===== src/rtl/pcr_pkg.sv =====
// Shared types, constants and helper functions for the palette colour resolver.
// Used by pcr_ctrl, pcr_datapath and palette_color_resolver; no dependencies.
package pcr_pkg;

  localparam int DEPTH_DEFAULT = 256;

  localparam int COLOR_W = 24;
  localparam int BYTE_W  = 8;
  localparam int KIND_W  = 2;
  localparam int SQ_W    = 16;
  localparam int DIST_W  = 18;

  localparam logic [KIND_W-1:0] KIND_EXACT   = 2'd0;
  localparam logic [KIND_W-1:0] KIND_APPEND  = 2'd1;
  localparam logic [KIND_W-1:0] KIND_NEAREST = 2'd2;

  localparam logic REG_SNAP_MODE     = 1'b0;
  localparam logic REG_PALETTE_LIMIT = 1'b1;

  localparam logic [BYTE_W-1:0] LIMIT_RESET = 8'hFF;

  typedef enum logic [2:0] {
    ST_IDLE   = 3'b001,
    ST_SCAN   = 3'b010,
    ST_FINISH = 3'b100
  } pcr_state_t;

  typedef struct packed {
    logic start;
    logic scan_run;
    logic finish;
  } pcr_cmd_t;

  typedef struct packed {
    logic scan_done;
    logic out_free;
  } pcr_status_t;

  function automatic logic [SQ_W-1:0] diff_sq(input logic [BYTE_W-1:0] a,
                                              input logic [BYTE_W-1:0] b);
    logic [BYTE_W-1:0] d;
    d = (a > b) ? (a - b) : (b - a);
    return SQ_W'(d) * SQ_W'(d);
  endfunction

endpackage


===== src/rtl/pcr_ctrl.sv =====
// Controller state machine of the palette colour resolver.
// Depends on pcr_pkg for the state, command and status types.
module pcr_ctrl
  import pcr_pkg::*;
(
  input  logic        clk,
  input  logic        rst,
  input  logic        in_valid,
  output logic        in_ready,
  input  pcr_status_t status,
  output pcr_cmd_t    cmd
);

  pcr_state_t state, state_next;

  always_ff @(posedge clk) begin
    if (rst) begin
      state <= ST_IDLE;
    end else begin
      state <= state_next;
    end
  end

  always_comb begin
    state_next   = state;
    in_ready     = 1'b0;
    cmd.start    = 1'b0;
    cmd.scan_run = 1'b0;
    cmd.finish   = 1'b0;
    case (state)
      ST_IDLE: begin
        in_ready = 1'b1;
        if (in_valid) begin
          cmd.start  = 1'b1;
          state_next = ST_SCAN;
        end
      end
      ST_SCAN: begin
        cmd.scan_run = 1'b1;
        if (status.scan_done) begin
          state_next = ST_FINISH;
        end
      end
      ST_FINISH: begin
        if (status.out_free) begin
          cmd.finish = 1'b1;
          state_next = ST_IDLE;
        end
      end
      default: begin
        state_next = ST_IDLE;
      end
    endcase
  end

endmodule


===== config.mk =====
export PLATFORM = sky130hd
export DESIGN_NAME = pcr_ctrl
export DESIGN_NICKNAME = d
export VERILOG_FILES = /design/src/rtl/pcr_pkg.sv /design/src/rtl/pcr_ctrl.sv
export SDC_FILE = /design/constraint.sdc
export NUM_CORES = 1
export LEC_CHECK = 0
export ABC_AREA = 0
export BUFFER_PORTS_ARGS = -buffer_cell sky130_fd_sc_hd__buf_2
export CAP_MARGIN = 20
export CORE_AREA = 8 8 45 47
export DETAILED_ROUTE_END_ITERATION = 8
export DIE_AREA = 0 0 53 55
export SLEW_MARGIN = 40
export SYNTH_ARGS = -nofsm -noshare
export SYNTH_HDL_FRONTEND = slang
export SYNTH_SLANG_ARGS = --single-unit

===== constraint.sdc =====
create_clock -name clk -period 3.28 [get_ports clk]
set_input_delay 0.164 -clock clk [delete_from_list [all_inputs] [get_ports clk]]
set_output_delay 0.164 -clock clk [all_outputs]
set_load 0.03 [all_outputs]

Yosys cells after proc, flatten, opt, wreduce, memory -nomap -nowiden
Cells that the tools add are included.

Register bits after elaboration: 3. Logic and storage cells: 18. Output and inout port bits: 4.

Equal/unequal tests: 6. Reduce and logical (&&, ||, !) cells: 1. Multiplexer cells: 10.

Operators by type and width (number): 3-bit 2-to-1 mux (3); 3-bit one-hot mux with 3 select lines (1); 1-bit 2-to-1 mux (6); 2-bit != test (second input constant) (3); 3-bit by 1-bit == test with 1-bit output (second input constant) (1); 3-bit by 2-bit == test with 1-bit output (second input constant) (1); 3-bit == test (second input constant) (1); 3-bit AND reduction (1).

Longest topological paths before layout
Gate-level depths: netlist of the first run.

Depth in word-level cells: 3. Gate-level depth with buffers: 2. Mapped depth without buffers: 2.

Worst setup path before layout of the first run
Ideal clock, no wire load.

Path kind: register to register. Start: register state[1]. End: register state[0]. Clock period less this slack: 1.528 ns. Cell stages (with the launch flop): 3. Arrival: 1.367 ns. Buffers on the path: 0. Required time: 3.119 ns. Setup time: 0.161 ns. Path slack: 1.752 ns. Cell sequence: dfxtp_1 > nor3b_1 > o31ai_1.

Cells in the longest elaborated chain, start to end: 3. Elaborated cells on any way between the ends: 8. Classes of those cells: 6 x eq/ne; 1 x mux; 1 x reduce/logical.

RTL lines: start: declaration (RTL line pcr_ctrl.sv:14) `pcr_state_t state, state_next;`; start signal: assignment (RTL line pcr_ctrl.sv:20) `state <= state_next;`; 3-bit by 2-bit == test with 1-bit output, or another cell as far along (RTL line pcr_ctrl.sv:30) `case (state)`; 2-bit != test (no line); 3-bit AND reduction (no line).

Several ways; a longest one is shown, not always the timed one. A chain may end at the register's enable or synchronous reset.

==> flow_summary.ini, run 1 <==
[outcome]
run_status = complete, no violations

[run]
drv_cap = 0

[clock_network]
cts.sink_count = 3
cts_root_buffer = clkbuf_4
clk_latency_ns = 0.23
cts_htree_levels = 1
cts_buffer_depth = 2
clk_transition_reported_paths_ns = 0.04
numCtsBuffers = 3
ctsHoldBuffers = 0
post_cts_buffers = 0
cts_resized = 0
cts_tree = done

[min_path]
hold_path_class = input port to flip-flop

[floorplan]
rows = 14
die_h_microns = 55
initial_core_util_pct = 12.84
die_area_sq_mm = 0.002915
dieWidth_microns = 53
coreArea_sq_mm = 0.001384
io-pin-count = 9

[grt]
antenna_found_initial = 0
grt_pass1_vias = 190
grtUsageTotal_pct = 4.203
grt_max_degree = 10
grt_pass1_wl_microns = 786
gr-total-overflow = 0

[yosys]
yosysUniqueCellTypes = 9
syn_inst = 16
synth_area_per_cell_sq_um = 11.10
yosysMostFrequentCell = dfxtp_1
yosysTopAreaCellShare_pct = 33.80
synth_top_cell_by_area = dfxtp_1
synth_edf_count = 0
ys_seq_area_share_pct = 33.80
async_reset_ff_share_pct = 0
synth_warnings = 0
ys.flop_type = dfxtp_1
ys_seq_elements = 3
synth_nets = 21
netlist_top_cells_area = dfxtp_1 34%, a211oi_2 14%, and4bb_2 14%
syn_area_sq_um = 177.7

[timing]
finalCritPeriodShare_pct = 40.75
clock.fmax_mhz = 748.1
hold_ws_ns = 0.1367
finalCriticalPeriod_ns = 1.337
setup_viol = 0
rsz0062_at_grt = false
fin_skew_ns = 0.001030
drv_slew = 0
hold_viol_final = 0
tightest_slew_ns = 0.2553
setup_tns_ns = 0
max-slew-margin-rel_pct = 82.74

[pwr]
clkPwrFrac_pct = 51.8
power_switching_mw = 0.03567
swShare_pct = 27.77
power.leakage_nw = 0.1022
p_seq_share_pct = 32.8
intPower_mw = 0.09277
pwr-share-comb_pct = 15.4
ir_drop_uv = 136.4
power-per-cell-area_mw_per_mm2 = 486.5

[routing]
route.detailed.drc = 0
drt_iter0_markers = 1
vias_per_cell = 4.091
wire_per_inst_microns = 11.02
first_pass_iters = 2
vias = 180
routed_wl_microns = 485
ant_nets = 0

[final_layout]
area_growth_pct = 48.59
fin_cells = 44
largest_register_ffs = 3
nFillCells = 163
top_register = state
multiInputGateArea_sq_um = 113.9
register_area_sq_um = 60.06
nets = 34
antenna_cells = 0
drive_above_1_share_pct = 53.57
reg_top3 = state (3)

[critical_path]
crit_path_end_kind = output port
slowest_delay_ns = 0.43
arrival_ns = 1.17
cp_slowest_cell = dfxtp_1
crit_fanout = 9
worstPathRequired_ns = 3.12
crit_type = flip-flop to output port
path_cells = nor3b_1, buf_2
worstSetupStartpointType = flip-flop

[placement]
io_buffers = 8
place_inst = 40
gp_congestion = 0.6220
-- layout make-up --
cell class | instances | area share, %
inverters | 1 | 1.422
well taps | 16 | 7.583
flip-flops and latches | 3 | 22.75
repair buffers | 8 | 15.17
clock buffers | 4 | 9.953
multi-input cells | 12 | 43.13
-- logic make-up (layout without fill, tap and decap cells) --
logic type / after synthesis / in the layout / synth area share (%)
simple gates: 9 / 9 / 45.77
compound gates: 3 / 3 / 18.31
flops: 3 / 3 / 33.80
buf+inv: 1 / 13 / 2.111
-- per-stage QoR --
| stage | utilization [%] | power [mW] | instance area [sq um] | setup WS, ns |
|---|---|---|---|---|
| 3_5_place_dp | 17.18 | 0.06261 | 237.7 | 2.162 |
| 2_1_floorplan | - | 0.05497 | 177.7 | 1.752 |
| 4_1_cts | 19.08 | 0.1316 | 264.0 | 1.928 |
| 6_report | 19.08 | 0.1284 | 264.0 | 1.943 |
| 5_1_grt | 19.08 | 0.1369 | 264.0 | 1.849 |
| 3_3_place_gp | 17.18 | 0.06249 | 237.7 | 2.179 |
-- power by group through the flow --
stage          sequential, mW  combinational (mW)  clock, mW
2_1_floorplan          0.0417              0.0132          0
3_3_place_gp           0.0427              0.0198          0
3_5_place_dp           0.0427              0.0200          0
4_1_cts                0.0421              0.0201     0.0693
5_1_grt                0.0427              0.0212     0.0730
6_report               0.0422              0.0197     0.0665
-- worst max-delay path, delay by kind of cell, from the launching register on --
kind          cells  cell delay [ns]
flops             1             0.43
simple gates      1             0.26
buf+inv           1             0.25
-- placed cells by master, fill, tap and decap left out --
| cell | n |
|---|---|
| o31ai_1 | 1 |
| a211oi_2 | 2 |
| nor3b_1 | 2 |
| nor4b_1 | 1 |
| clkbuf_1 | 1 |
| clkbuf_4 | 3 |
| or3b_1 | 2 |
| nand3b_1 | 2 |
| and4bb_2 | 2 |
| dfxtp_1 | 3 |
| buf_2 | 8 |
| inv_1 | 1 |
-- layer usage --
layer	GRT usage [%]	vias up	routed length, microns
met3	2.674	0	17
met4	7.759	0	0
met2	3.516	6	211
met1	4.697	83	257
met5	0	-	0
li1	-	91	-
-- path summary, 6_finish.rpt --
kind	from	to	slack, ns	cells after the start
worst max-delay path	state[1]	cmd[1]	1.94	2
worst min register to register	state[0]	state[2]	0.57	1
worst max register to register	state[2]	state[2]	2.15	2
worst min-delay path	rst	state[2]	0.14	2
(Power assumes the default switching activity.)
==> inputs of run 2 (changes only) <==
==> constraint.sdc (replaced) <==
create_clock -name clk -period 1.1 [get_ports clk]
set_input_delay 0.055 -clock clk [delete_from_list [all_inputs] [get_ports clk]]
set_output_delay 0.055 -clock clk [all_outputs]
set_load 0.03 [all_outputs]
==> flow_summary.ini, run 2 (synthesized netlist as in run 1, its figures left out) <==
[grt]
antenna_found_initial = 0
gr-total-overflow = 0
grt_pass1_wl_microns = 814
grt_max_degree = 9
grtUsageTotal_pct = 4.203
grt_pass1_vias = 203

[critical_path]
critical_path_buf_inv_count = 1
worstPathRequired_ns = 1.04
worstSetupStartpointType = flip-flop
cp_slowest_cell = dfxtp_4
arrival_ns = 1.04
cp_top_family = flip-flops
slowest_delay_ns = 0.36
path_cells = and4bb_2, buf_6
crit_type = flip-flop to output port
crit_fanout = 8
crit_path_end_kind = output port

[floorplan]
die_area_sq_mm = 0.002915
initial_core_util_pct = 12.84
die_h_microns = 55
dieWidth_microns = 53
coreArea_sq_mm = 0.001384
rows = 14
io-pin-count = 9

[routing]
vias = 186
first_pass_iters = 4
wire_per_inst_microns = 10.89
vias_per_cell = 3.957
routed_wl_microns = 512
drt_iter0_markers = 3
ant_nets = 0
route.detailed.drc = 0

[timing]
hold_viol_final = 0
setup_viol = 0
setup_tns_ns = 0
tightest_slew_ns = 0.3035
drv_slew = 0
finalCritPeriodShare_pct = 99.95
finalCriticalPeriod_ns = 1.099
max-slew-margin-rel_pct = 79.48
clock.fmax_mhz = 909.5
rsz0062_at_grt = true
setup_slack_ns = 0.0005038
fin_skew_ns = 0.003689

[clock_network]
cts.sink_count = 3
ctsHoldBuffers = 0
cts_tree = done
clk_latency_ns = 0.23
numCtsBuffers = 3
cts_buffer_depth = 2
cts_root_buffer = clkbuf_4
cts_htree_levels = 1
clk_transition_reported_paths_ns = 0.04

[min_path]
hold_path_class = input port to flip-flop

[final_layout]
top_register = state
fin_cells = 47
nets = 37
area_growth_pct = 85.92
final_cell_mix = 4 x buf_2, 4 x buf_6, 3 x clkbuf_4, 3 x buf_4
reg_top3 = state (3)
utilization_pct = 23.87
antenna_cells = 0
largest_register_ffs = 3
drive_above_1_share_pct = 74.19

[pwr]
power.leakage_nw = 0.1273
power-per-cell-area_mw_per_mm2 = 1208
ir_drop_uv = 275.1

[outcome]
run_status = complete, no violations

[placement]
dp_hpwl_microns = 396.1
gp_congestion = 0.7125
place_inst = 43
pre_cts_ws_ns = 0.04130
io_buffers = 8

[run]
drv_cap = 0
==> run 2: cell count changes in the layout (fill, tap and decap cells not counted), sizes merged <==
cell  delta
buf      +3
==> run 2: stage by stage <==
| step | hold slack (ns) | total power, mW | instance area (sq um) |
|---|---|---|---|
| floorplan | 0.1196 | 0.1666 | 187.7 |
| global placement | 0.2675 | 0.1980 | 270.3 |
| detailed placement | 0.2725 | 0.1978 | 270.3 |
| CTS | 0.01023 | 0.4085 | 326.6 |
| global route | 0.009566 | 0.4265 | 330.3 |
| finish | 0.01515 | 0.3990 | 330.3 |
==> run 2: final timing paths <==
path	from	to	slack (ns)	cells past startpoint
worst min-delay path	rst	state[1]	0.02	2
worst max-delay path	state[1]	cmd[2]	0.0005	2
worst min register to register	state[2]	state[1]	0.54	2
worst max register to register	state[1]	state[2]	0.07	2
==> run 2: what timing repair did <==
action                     CTS  global route
setup endpoints to repair    4             4
resized for setup           12             1
buffers inserted             0             0
pin swaps                    1             1
==> run 2: area by class of cell <==
cell class / instances / area (sq um)
tap: 16 / 20.02
fill: 153 / 1054
multi-input combinational: 12 / 123.9
timing repair buffer: 11 / 87.58
clock buffer: 4 / 26.28
sequential: 3 / 68.82
inverter: 1 / 3.754
==> run 2: routing by layer <==
metal  global-route usage [%]  share of wire [%]  routed length (microns)
met1                    4.242                 41                      210
met2                    4.492                 41                      211
met3                    2.941                 13                       64
met4                    6.466                5.1                       26
met5                        0                  0                        0
==> run 2: report_power, final <==
part           total [mW]  switching, mW  leakage (nW)  internal [mW]
Sequential          0.123         0.0102        0.0258          0.113
Clock               0.195         0.0586        0.0150          0.136
Combinational      0.0810         0.0384        0.0865         0.0426
Total               0.399          0.107         0.127          0.292
